--- config.mk ---
export PLATFORM = sky130hd
export DESIGN_NAME = bidirectional_pid_pwm_drive
export DESIGN_NICKNAME = d
export VERILOG_FILES = /design/src/bpd_pkg.sv /design/src/bpd_serial_mac.sv /design/src/bpd_pwm_div.sv /design/src/bidirectional_pid_pwm_drive.sv
export SDC_FILE = /design/constraint.sdc
export NUM_CORES = 1
export LEC_CHECK = 0
export BUFFER_PORTS_ARGS = -buffer_cell sky130_fd_sc_hd__buf_2
export CAP_MARGIN = 30
export CORE_MARGIN = 1.5
export CORE_UTILIZATION = 57
export DETAILED_ROUTE_END_ITERATION = 8
export GPL_TIMING_DRIVEN = 0
export PLACE_DENSITY = 0.86
export SLEW_MARGIN = 20
export SYNTH_ARGS = -nofsm -noshare
export SYNTH_HDL_FRONTEND = slang
export SYNTH_SLANG_ARGS = --single-unit
--- constraint.sdc ---
create_clock -name clk -period 7.9 [get_ports clk]
set_input_delay 0.395 -clock clk [delete_from_list [all_inputs] [get_ports clk]]
set_output_delay 0.395 -clock clk [all_outputs]
set_load 0.01 [all_outputs]
--- src/bpd_pkg.sv ---
// Shared types and constants for the bidirectional PID PWM drive.
package bpd_pkg;

	localparam int TEMP_W   = 15;
	localparam int TGT_W    = 7;
	localparam int GAIN_W   = 16;
	localparam int THR_W    = 7;
	localparam int ERR_W    = 17;
	localparam int INTEG_W  = 16;
	localparam int DERIV_W  = 18;
	localparam int ADD_W    = 20;
	localparam int ACC_W    = 35;
	localparam int MAG_W    = 23;
	localparam int DUTY_W   = 15;
	localparam int PWM_BITS = 10;
	localparam int DVD_W    = PWM_BITS + DUTY_W - 8;
	localparam int REM_W    = 7;

	localparam logic [PWM_BITS-1:0] PWM_MAX = {PWM_BITS{1'b1}};

	// register indexes on the configuration port
	localparam int IDX_W = 2;
	localparam logic [IDX_W-1:0] REG_PROP_GAIN  = 2'd0;
	localparam logic [IDX_W-1:0] REG_INTEG_GAIN = 2'd1;
	localparam logic [IDX_W-1:0] REG_DERIV_GAIN = 2'd2;
	localparam logic [IDX_W-1:0] REG_COOL_THR   = 2'd3;

	localparam logic [GAIN_W-1:0] PROP_GAIN_RST  = 16'd12800;
	localparam logic [GAIN_W-1:0] INTEG_GAIN_RST = 16'd0;
	localparam logic [GAIN_W-1:0] DERIV_GAIN_RST = 16'd0;
	localparam logic [THR_W-1:0]  COOL_THR_RST   = 7'd10;

	localparam logic signed [INTEG_W+1:0] INTEG_HI = 18'sd25600;
	localparam logic signed [INTEG_W+1:0] INTEG_LO = -18'sd25600;
	localparam logic signed [ACC_W-1:0]   DRIVE_HI = 35'sd6488064;
	localparam logic signed [ACC_W-1:0]   DRIVE_LO = -35'sd6488064;
	localparam logic [MAG_W-1:0]          DRIVE_MAG = 23'd6488064;
	localparam logic [TEMP_W:0]           GAP_LIMIT = 16'd15360;
	localparam logic [REM_W:0]            PCT_DIV   = 8'd100;

	typedef struct packed {
		logic [TEMP_W-1:0] chamber_temp;
		logic [TEMP_W-1:0] sink_temp;
		logic [TGT_W-1:0]  setpoint;
	} in_item_t;

	typedef struct packed {
		logic [DUTY_W-1:0]   duty_magnitude;
		logic                drive_direction;
		logic [PWM_BITS-1:0] pwm_count;
	} out_item_t;

endpackage

--- src/bpd_serial_mac.sv ---
// Bit-serial triple multiply-accumulate over the gain bits, MSB first.
module bpd_serial_mac (
	input  logic                                   clk,
	input  logic                                   arst_n,
	input  logic                                   start,
	input  logic [bpd_pkg::GAIN_W-1:0]             prop_gain,
	input  logic [bpd_pkg::GAIN_W-1:0]             integ_gain,
	input  logic [bpd_pkg::GAIN_W-1:0]             deriv_gain,
	input  logic signed [bpd_pkg::ERR_W-1:0]       err,
	input  logic signed [bpd_pkg::INTEG_W-1:0]     integ,
	input  logic signed [bpd_pkg::DERIV_W-1:0]     deriv,
	output logic                                   last,
	output logic signed [bpd_pkg::ACC_W-1:0]       acc
);

	localparam int CNT_W = $clog2(bpd_pkg::GAIN_W);
	localparam logic [CNT_W-1:0] CNT_LAST = CNT_W'(bpd_pkg::GAIN_W - 1);

	logic                              busy_q;
	logic [CNT_W-1:0]                  cnt_q;
	logic [bpd_pkg::GAIN_W-1:0]        gp_q, gi_q, gd_q;
	logic signed [bpd_pkg::ACC_W-1:0]  acc_q;
	logic signed [bpd_pkg::ADD_W-1:0]  addend;

	always_comb begin
		addend = '0;
		if (gp_q[bpd_pkg::GAIN_W-1])
			addend = addend + bpd_pkg::ADD_W'(err);
		if (gi_q[bpd_pkg::GAIN_W-1])
			addend = addend + bpd_pkg::ADD_W'(integ);
		if (gd_q[bpd_pkg::GAIN_W-1])
			addend = addend + bpd_pkg::ADD_W'(deriv);
	end

	always_ff @(posedge clk or negedge arst_n) begin
		if (!arst_n) begin
			busy_q <= 1'b0;
			cnt_q  <= '0;
		end else if (start) begin
			busy_q <= 1'b1;
			cnt_q  <= '0;
		end else if (busy_q) begin
			cnt_q <= cnt_q + 1'b1;
			if (cnt_q == CNT_LAST)
				busy_q <= 1'b0;
		end
	end

	always_ff @(posedge clk) begin
		if (start) begin
			gp_q  <= prop_gain;
			gi_q  <= integ_gain;
			gd_q  <= deriv_gain;
			acc_q <= '0;
		end else if (busy_q) begin
			gp_q  <= gp_q << 1;
			gi_q  <= gi_q << 1;
			gd_q  <= gd_q << 1;
			acc_q <= (acc_q <<< 1) + bpd_pkg::ACC_W'(addend);
		end
	end

	assign last = busy_q && (cnt_q == CNT_LAST);
	assign acc  = acc_q;

endmodule

--- src/bpd_pwm_div.sv ---
// Restoring division of the scaled duty by one hundred, one quotient bit a cycle.
module bpd_pwm_div (
	input  logic                              clk,
	input  logic                              arst_n,
	input  logic                              start,
	input  logic [bpd_pkg::DUTY_W-1:0]        duty,
	output logic                              last,
	output logic [bpd_pkg::PWM_BITS-1:0]      quotient
);

	localparam int FULL_W = bpd_pkg::DUTY_W + bpd_pkg::PWM_BITS;
	localparam int CNT_W  = $clog2(bpd_pkg::DVD_W);
	localparam logic [CNT_W-1:0] CNT_LAST = CNT_W'(bpd_pkg::DVD_W - 1);

	logic                           busy_q;
	logic [CNT_W-1:0]               cnt_q;
	logic [bpd_pkg::DVD_W-1:0]      dvd_q;
	logic [bpd_pkg::REM_W-1:0]      rem_q;
	logic [FULL_W-1:0]              scaled;
	logic [bpd_pkg::REM_W:0]        trial;
	logic                           qbit;

	// duty * (2^N - 1), then drop the Q8 fraction; the rest is a divide by 100
	assign scaled = {duty, {bpd_pkg::PWM_BITS{1'b0}}} - FULL_W'(duty);
	assign trial  = {rem_q, dvd_q[bpd_pkg::DVD_W-1]};
	assign qbit   = (trial >= bpd_pkg::PCT_DIV);

	always_ff @(posedge clk or negedge arst_n) begin
		if (!arst_n) begin
			busy_q <= 1'b0;
			cnt_q  <= '0;
		end else if (start) begin
			busy_q <= 1'b1;
			cnt_q  <= '0;
		end else if (busy_q) begin
			cnt_q <= cnt_q + 1'b1;
			if (cnt_q == CNT_LAST)
				busy_q <= 1'b0;
		end
	end

	// quotient bits shift in behind the dividend bits
	always_ff @(posedge clk) begin
		if (start) begin
			dvd_q <= scaled[FULL_W-1:8];
			rem_q <= '0;
		end else if (busy_q) begin
			dvd_q <= {dvd_q[bpd_pkg::DVD_W-2:0], qbit};
			if (qbit) begin
				rem_q <= bpd_pkg::REM_W'(trial - bpd_pkg::PCT_DIV);
			end else begin
				rem_q <= trial[bpd_pkg::REM_W-1:0];
			end
		end
	end

	assign last     = busy_q && (cnt_q == CNT_LAST);
	assign quotient = dvd_q[bpd_pkg::PWM_BITS-1:0];

endmodule

--- src/bidirectional_pid_pwm_drive.sv ---
// Bidirectional PID drive: one sample in, one duty/direction/PWM beat out.
// Steps in order: bit-serial gain multiply, a bound step, a bit-serial divide by 100
// and the output load. A new sample is accepted only once the previous beat is loaded,
// so the bit-serial gain multiply and divide set the pace; a held output beat stalls the load.
// Reset clears the stored error and integral and loads the register defaults.
module bidirectional_pid_pwm_drive (
	input  logic                          clk,
	input  logic                          arst_n,
	input  logic                          cfg_we,
	input  logic [bpd_pkg::IDX_W-1:0]     cfg_idx,
	input  logic [bpd_pkg::GAIN_W-1:0]    cfg_wdata,
	input  logic                          in_valid,
	output logic                          in_ready,
	input  bpd_pkg::in_item_t             in_data,
	output logic                          out_valid,
	input  logic                          out_ready,
	output bpd_pkg::out_item_t            out_data
);

	localparam logic [2:0] ST_IDLE = 3'd0;
	localparam logic [2:0] ST_MUL  = 3'd1;
	localparam logic [2:0] ST_DUTY = 3'd2;
	localparam logic [2:0] ST_DIV  = 3'd3;
	localparam logic [2:0] ST_DONE = 3'd4;

	logic [2:0]                              state_q;
	logic [bpd_pkg::GAIN_W-1:0]              prop_gain_q, integ_gain_q, deriv_gain_q;
	logic [bpd_pkg::THR_W-1:0]               cool_thr_q;
	logic signed [bpd_pkg::ERR_W-1:0]        prev_err_q;
	logic signed [bpd_pkg::INTEG_W-1:0]      integ_sum_q;
	logic signed [bpd_pkg::DERIV_W-1:0]      deriv_q;
	logic                                    halve_q;
	logic                                    neg_q;
	logic [bpd_pkg::DUTY_W-1:0]              duty_q;
	logic                                    out_valid_q;
	bpd_pkg::out_item_t                      out_q;

	logic                                    accept;
	logic signed [bpd_pkg::ERR_W-1:0]        err_c;
	logic signed [bpd_pkg::INTEG_W+1:0]      integ_raw;
	logic signed [bpd_pkg::INTEG_W-1:0]      integ_c;
	logic signed [bpd_pkg::DERIV_W-1:0]      deriv_c;
	logic signed [bpd_pkg::TEMP_W:0]         gap_diff;
	logic [bpd_pkg::TEMP_W:0]                gap_abs;

	logic                                    mac_last;
	logic signed [bpd_pkg::ACC_W-1:0]        acc;
	logic signed [bpd_pkg::ACC_W-1:0]        acc_neg;
	logic [bpd_pkg::MAG_W-1:0]               mag_c;
	logic [bpd_pkg::DUTY_W-1:0]              duty_c;

	logic                                    div_start;
	logic                                    div_last;
	logic [bpd_pkg::PWM_BITS-1:0]            quotient;
	logic                                    load_out;

	assign in_ready = (state_q == ST_IDLE);
	assign accept   = in_valid && in_ready;

	// error, bounded integral, derivative and cooling gap, all at acceptance
	always_comb begin
		err_c = $signed({2'b00, in_data.setpoint, 8'h00})
			- $signed({2'b00, in_data.chamber_temp});
		integ_raw = (bpd_pkg::INTEG_W + 2)'(err_c)
			+ (bpd_pkg::INTEG_W + 2)'(integ_sum_q);
		if (integ_raw > bpd_pkg::INTEG_HI) begin
			integ_c = bpd_pkg::INTEG_HI[bpd_pkg::INTEG_W-1:0];
		end else if (integ_raw < bpd_pkg::INTEG_LO) begin
			integ_c = bpd_pkg::INTEG_LO[bpd_pkg::INTEG_W-1:0];
		end else begin
			integ_c = integ_raw[bpd_pkg::INTEG_W-1:0];
		end
		deriv_c = bpd_pkg::DERIV_W'(err_c) - bpd_pkg::DERIV_W'(prev_err_q);
		gap_diff = $signed({1'b0, in_data.chamber_temp}) - $signed({1'b0, in_data.sink_temp});
		if (gap_diff[bpd_pkg::TEMP_W]) begin
			gap_abs = $unsigned(-gap_diff);
		end else begin
			gap_abs = $unsigned(gap_diff);
		end
	end

	// bound the Q19.16 drive, take its magnitude in Q7.8 and halve it when cooling is limited
	always_comb begin
		acc_neg = -acc;
		if (acc > bpd_pkg::DRIVE_HI || acc < bpd_pkg::DRIVE_LO) begin
			mag_c = bpd_pkg::DRIVE_MAG;
		end else if (acc[bpd_pkg::ACC_W-1]) begin
			mag_c = acc_neg[bpd_pkg::MAG_W-1:0];
		end else begin
			mag_c = acc[bpd_pkg::MAG_W-1:0];
		end
		duty_c = mag_c[bpd_pkg::MAG_W-1:8];
		if (halve_q)
			duty_c = duty_c >> 1;
	end

	always_ff @(posedge clk or negedge arst_n) begin
		if (!arst_n) begin
			prop_gain_q  <= bpd_pkg::PROP_GAIN_RST;
			integ_gain_q <= bpd_pkg::INTEG_GAIN_RST;
			deriv_gain_q <= bpd_pkg::DERIV_GAIN_RST;
			cool_thr_q   <= bpd_pkg::COOL_THR_RST;
		end else if (cfg_we) begin
			case (cfg_idx)
				bpd_pkg::REG_PROP_GAIN:  prop_gain_q  <= cfg_wdata;
				bpd_pkg::REG_INTEG_GAIN: integ_gain_q <= cfg_wdata;
				bpd_pkg::REG_DERIV_GAIN: deriv_gain_q <= cfg_wdata;
				bpd_pkg::REG_COOL_THR:   cool_thr_q   <= cfg_wdata[bpd_pkg::THR_W-1:0];
				default: ;
			endcase
		end
	end

	always_ff @(posedge clk or negedge arst_n) begin
		if (!arst_n) begin
			prev_err_q  <= '0;
			integ_sum_q <= '0;
		end else if (accept) begin
			prev_err_q  <= err_c;
			integ_sum_q <= integ_c;
		end
	end

	always_ff @(posedge clk) begin
		if (accept) begin
			deriv_q <= deriv_c;
			halve_q <= (in_data.setpoint < cool_thr_q) && (gap_abs > bpd_pkg::GAP_LIMIT);
		end
		if (state_q == ST_DUTY) begin
			duty_q <= duty_c;
			neg_q  <= acc[bpd_pkg::ACC_W-1];
		end
	end

	assign div_start = (state_q == ST_DUTY);
	assign load_out  = (state_q == ST_DONE) && (!out_valid_q || out_ready);

	always_ff @(posedge clk or negedge arst_n) begin
		if (!arst_n) begin
			state_q <= ST_IDLE;
		end else begin
			case (state_q)
				ST_IDLE: if (accept)   state_q <= ST_MUL;
				ST_MUL:  if (mac_last) state_q <= ST_DUTY;
				ST_DUTY: state_q <= ST_DIV;
				ST_DIV:  if (div_last) state_q <= ST_DONE;
				ST_DONE: if (load_out) state_q <= ST_IDLE;
				default: state_q <= ST_IDLE;
			endcase
		end
	end

	always_ff @(posedge clk or negedge arst_n) begin
		if (!arst_n) begin
			out_valid_q <= 1'b0;
		end else if (load_out) begin
			out_valid_q <= 1'b1;
		end else if (out_ready) begin
			out_valid_q <= 1'b0;
		end
	end

	always_ff @(posedge clk) begin
		if (load_out) begin
			out_q.duty_magnitude  <= duty_q;
			out_q.drive_direction <= neg_q;
			if (neg_q) begin
				out_q.pwm_count <= quotient;
			end else begin
				out_q.pwm_count <= bpd_pkg::PWM_MAX - quotient;
			end
		end
	end

	assign out_valid = out_valid_q;
	assign out_data  = out_q;

	bpd_serial_mac u_mac (
		.clk        (clk),
		.arst_n     (arst_n),
		.start      (accept),
		.prop_gain  (prop_gain_q),
		.integ_gain (integ_gain_q),
		.deriv_gain (deriv_gain_q),
		.err        (prev_err_q),
		.integ      (integ_sum_q),
		.deriv      (deriv_q),
		.last       (mac_last),
		.acc        (acc)
	);

	bpd_pwm_div u_div (
		.clk      (clk),
		.arst_n   (arst_n),
		.start    (div_start),
		.duty     (duty_c),
		.last     (div_last),
		.quotient (quotient)
	);

endmodule
==> results by group <==
Outcome
  • Outcome: finished clean

Detailed routing
  • Routed Antenna Nets: 0
  • DRT Wirelength: around 46 mm
  • Vias: 15900
  • DR vias/cell: about 5.9
  • Drt wl/cell: roughly 17 um
  • DR pass1 iterations: 5
  • DRC: 0
  • DR iter-0 viols: slightly above 1000

Synthesis
  • Adder-cell share of the synthesized area: under 10%
  • Count leader, synth: nand2_1
  • Mux cell area share after synthesis: under 10%
  • Compound-cell area share of the yosys netlist: 17.4%
  • Post-Synth XOR/XNOR Area: around 7.5%
  • Syn Inst Count: a little over 2000
  • Post-Syn Area: ~19000 um2
  • Syn Nets: between 2000 and 2500
  • Async S/R FF share, synth: ~38%
  • Simple-gate share of the synthesized area: between 10% and 20%
  • Post-synthesis cell type count: 100
  • Register area share after synthesis: between 30% and 40%
  • Synth Flop Type: edfxtp_1
  • Post-synth EDFFs: approximately 130
  • Top-area cell type share of the netlist area: approximately a fifth
  • Post-synth top cells: nand2_1, nor2_1, ha_1, edfxtp_1, inv_1
  • Mean post-synth cell area: 9.09 um2
  • YS warnings: 0
  • Synth area leaders: edfxtp_1, dfrtp_1, ha_1, nand2_1, xnor2_1
  • Area leader, netlist: edfxtp_1
  • Largest family of logic cells by synthesized area: compound AO/OA/AOI/OAI gates
  • Register bit total from synthesis: approximately 270

Power and ir drop
  • Power per Cell Area: between 500 and 600 nW/um2
  • Max VDD drop: between 0.0002 and 0.0003 V
  • Pwr Total: approximately 11000 uW
  • Lkg Pwr: 0.00927 uW

Die
  • FP Rows: 66
  • Die area: 34000 um2
  • Die Ht: around 180 um
  • Core Region: ~32000 um2
  • Total I/O pin count: a little under 90
  • Initial Util: between 50% and 60%
  • Die Width: around 180 um

Worst setup path
  • Crit path depth: 37
  • R2R cell count: 37
  • CP Buf/Inv Count: 6
  • Crit. End Element: flip-flop
  • Crit-path max FO: 8
  • Crit path max-delay cell type: edfxtp_1
  • CP top delay family: simple AND/OR/NAND/NOR gates
  • Cell repeated most along the worst path: inv_2
  • Data arrival, critical path: 8.36 ns
  • Critical Path RT: about 8.4 ns
  • RR Startpoint: u_mac.gp_q[15]$_DFFE_PP_
  • Critical Path Start Type: flip-flop
  • Slowest stage delay, CP: roughly 0.49 ns
  • CP Class: flip-flop to flip-flop
  • CP startpoint: u_mac.gp_q[15]$_DFFE_PP_

CTS
  • Max clock buf depth: 3
  • CTS tree: yes
  • Clock latency on the worst-skew pair: about 0.58 ns
  • CTS Sinks: approximately 270
  • CTS Buf Count: 30
  • Root Driver: clkbuf_16
  • Clk pin slew, worst setup/hold paths: roughly 0.060 ns
  • H-tree levels: 1

Placement
  • Post-DP HPWL: 33.0 mm
  • GPL Wtd Cong: slightly below 1
  • Worst slack at placement: -1.53 ns
  • IO buf count: 87

Timing
  • Finish-stage setup viols: 0
  • Tightest Pin Transition: between 0.9 and 1 ns
  • PnR worst setup slack: roughly 0.041 ns
  • Final hold vios: 0
  • RSZ-0062 raised after global routing: yes
  • Clock skew: between 0.03 and 0.04 ns
  • Slew margin rel.: approximately 34%
  • Fmax achieved: between 100 and 150 MHz
  • Final Critical Period: 7.86 ns
  • Tcrit/Tclk final: 99.5%
  • Fin. max-slew vios: 0

Global routing
  • Vias in the first global route: 15300
  • Total GRT Usage: around a quarter
  • Gr ovfl total: 0
  • Maximum number of pins on one net before global-route repair: between 80 and 90
  • Initial antenna violation count: 0
  • First-pass GRT wire length: roughly 72 mm

Layout
  • Layout cells sized above 1: 16.0%
  • Diode count: 0
  • Fin nets: between 2000 and 2500
  • Area grow syn2layout: 14.7%

Hold path
  • Hold crit path type: input port to flip-flop
  • Hold_sp: cfg_wdata[15]
  • Hold depth: 2

Flow run
  • Max Cap Viol: 0
-- placed cells by master (no fill, tap or decap), types with 53 or more instances in the layout --
cell type and instances:
a21o_1 57, a21oi_1 107, buf_2 98, clkbuf_1 62
dfrtp_1 97, edfxtp_1 125, ha_1 125, inv_1 112
mux2_2 65, nand2_1 302, nor2_1 175, o21ai_0 100
xnor2_1 101, xor2_1 53
-- cell type report --
class	count	area (um2)
Multi-Input combinational cell	1593	11200
Fill cell	2402	10900
Sequential cell	269	7150
Clock buffer	41	833
Timing Repair Buffer	118	731
Tap cell	442	553
Inverter	119	447
Buffer	82	365
Clock inverter	15	210
-- kinds of logic (layout without fill, tap and decap cells) --
group           after synthesis  count (layout)
xor+xnor                    158             158
fa+ha+maj                   141             141
compound gates              495             495
mux                         104             104
simple gates                695             695
flops                       269             269
buf+inv                     203             375
-- registers in the layout (all words and copies together) (netlist names), 3 cells and up --
register,count
cool_thr_q,7
deriv_gain_q,16
deriv_q,17
duty_q,15
integ_gain_q,16
integ_sum_q,16
out_data,26
prev_err_q,16
prop_gain_q,16
state_q,3
u_div.cnt_q,5
u_div.dvd_q,17
u_div.rem_q,7
u_mac.acc,35
u_mac.cnt_q,4
u_mac.gd_q,16
u_mac.gi_q,16
u_mac.gp_q,16
-- report_power, final --
group | leakage, uW | internal [uW] | switching, uW | total [uW]
combinational | 0.00601 | 3170 | 4110 | 7280
sequential | 0.00275 | 1980 | 358 | 2340
clock | 0.000508 | 874 | 585 | 1460
-- timing repair --
item                       in CTS  in global routing
hold buffers                    1                  0
hold endpoints to repair       22                  0
buffers inserted                9                 16
gates resized for setup        29                 60
setup endpoints to repair      16                 11
pin swaps                      14                 39
gates cloned                    0                  1
-- through the flow --
stage / TNS, ns / utilization (%) / area, um2 / std cells / hold WS [ns]
6_report: 0 / 66.3 / 21500 / 2679 / 0.0866
5_1_grt: -0.544 / 66.3 / 21500 / 2679 / 0.0866
3_5_place_dp: -13.88 / 61.1 / 19800 / 2598 / 0.267
3_3_place_gp: -11.29 / 60.9 / 19800 / 2594 / 0.400
4_1_cts: 0 / 65.1 / 21100 / 2663 / 0.0735
2_1_floorplan: 0 / - / 18800 / 2065 / 0.0994
-- worst paths after layout --
| kind | endpoint | slack (ns) |
|---|---|---|
| min in group asynchronous | prev_err_q[2]$_DFFE_PN0P_ | 0.28 |
| min | deriv_gain_q[15]$_DFFE_PN0P_ | 0.09 |
| max | u_mac.acc[34]$_SDFFE_PP0P_ | 0.04 |
| min reg2reg | out_data[13]$_DFFE_PP_ | 0.42 |
| max in group asynchronous | prop_gain_q[9]$_DFFE_PN1P_ | 6.92 |
| max reg2reg | u_mac.acc[34]$_SDFFE_PP0P_ | 0.04 |
-- routing by layer --
metal / track usage [%] / share of wire (%) / vias up
li1: - / - / 7679
met1: 32.2 / 42 / 7647
met2: 46.8 / 50 / 484
met3: 2.55 / 4.2 / 114
met4: 9.41 / 3.6 / 0
met5: 0 / 0 / -
Note: power is estimated with default switching activity, not from simulation.
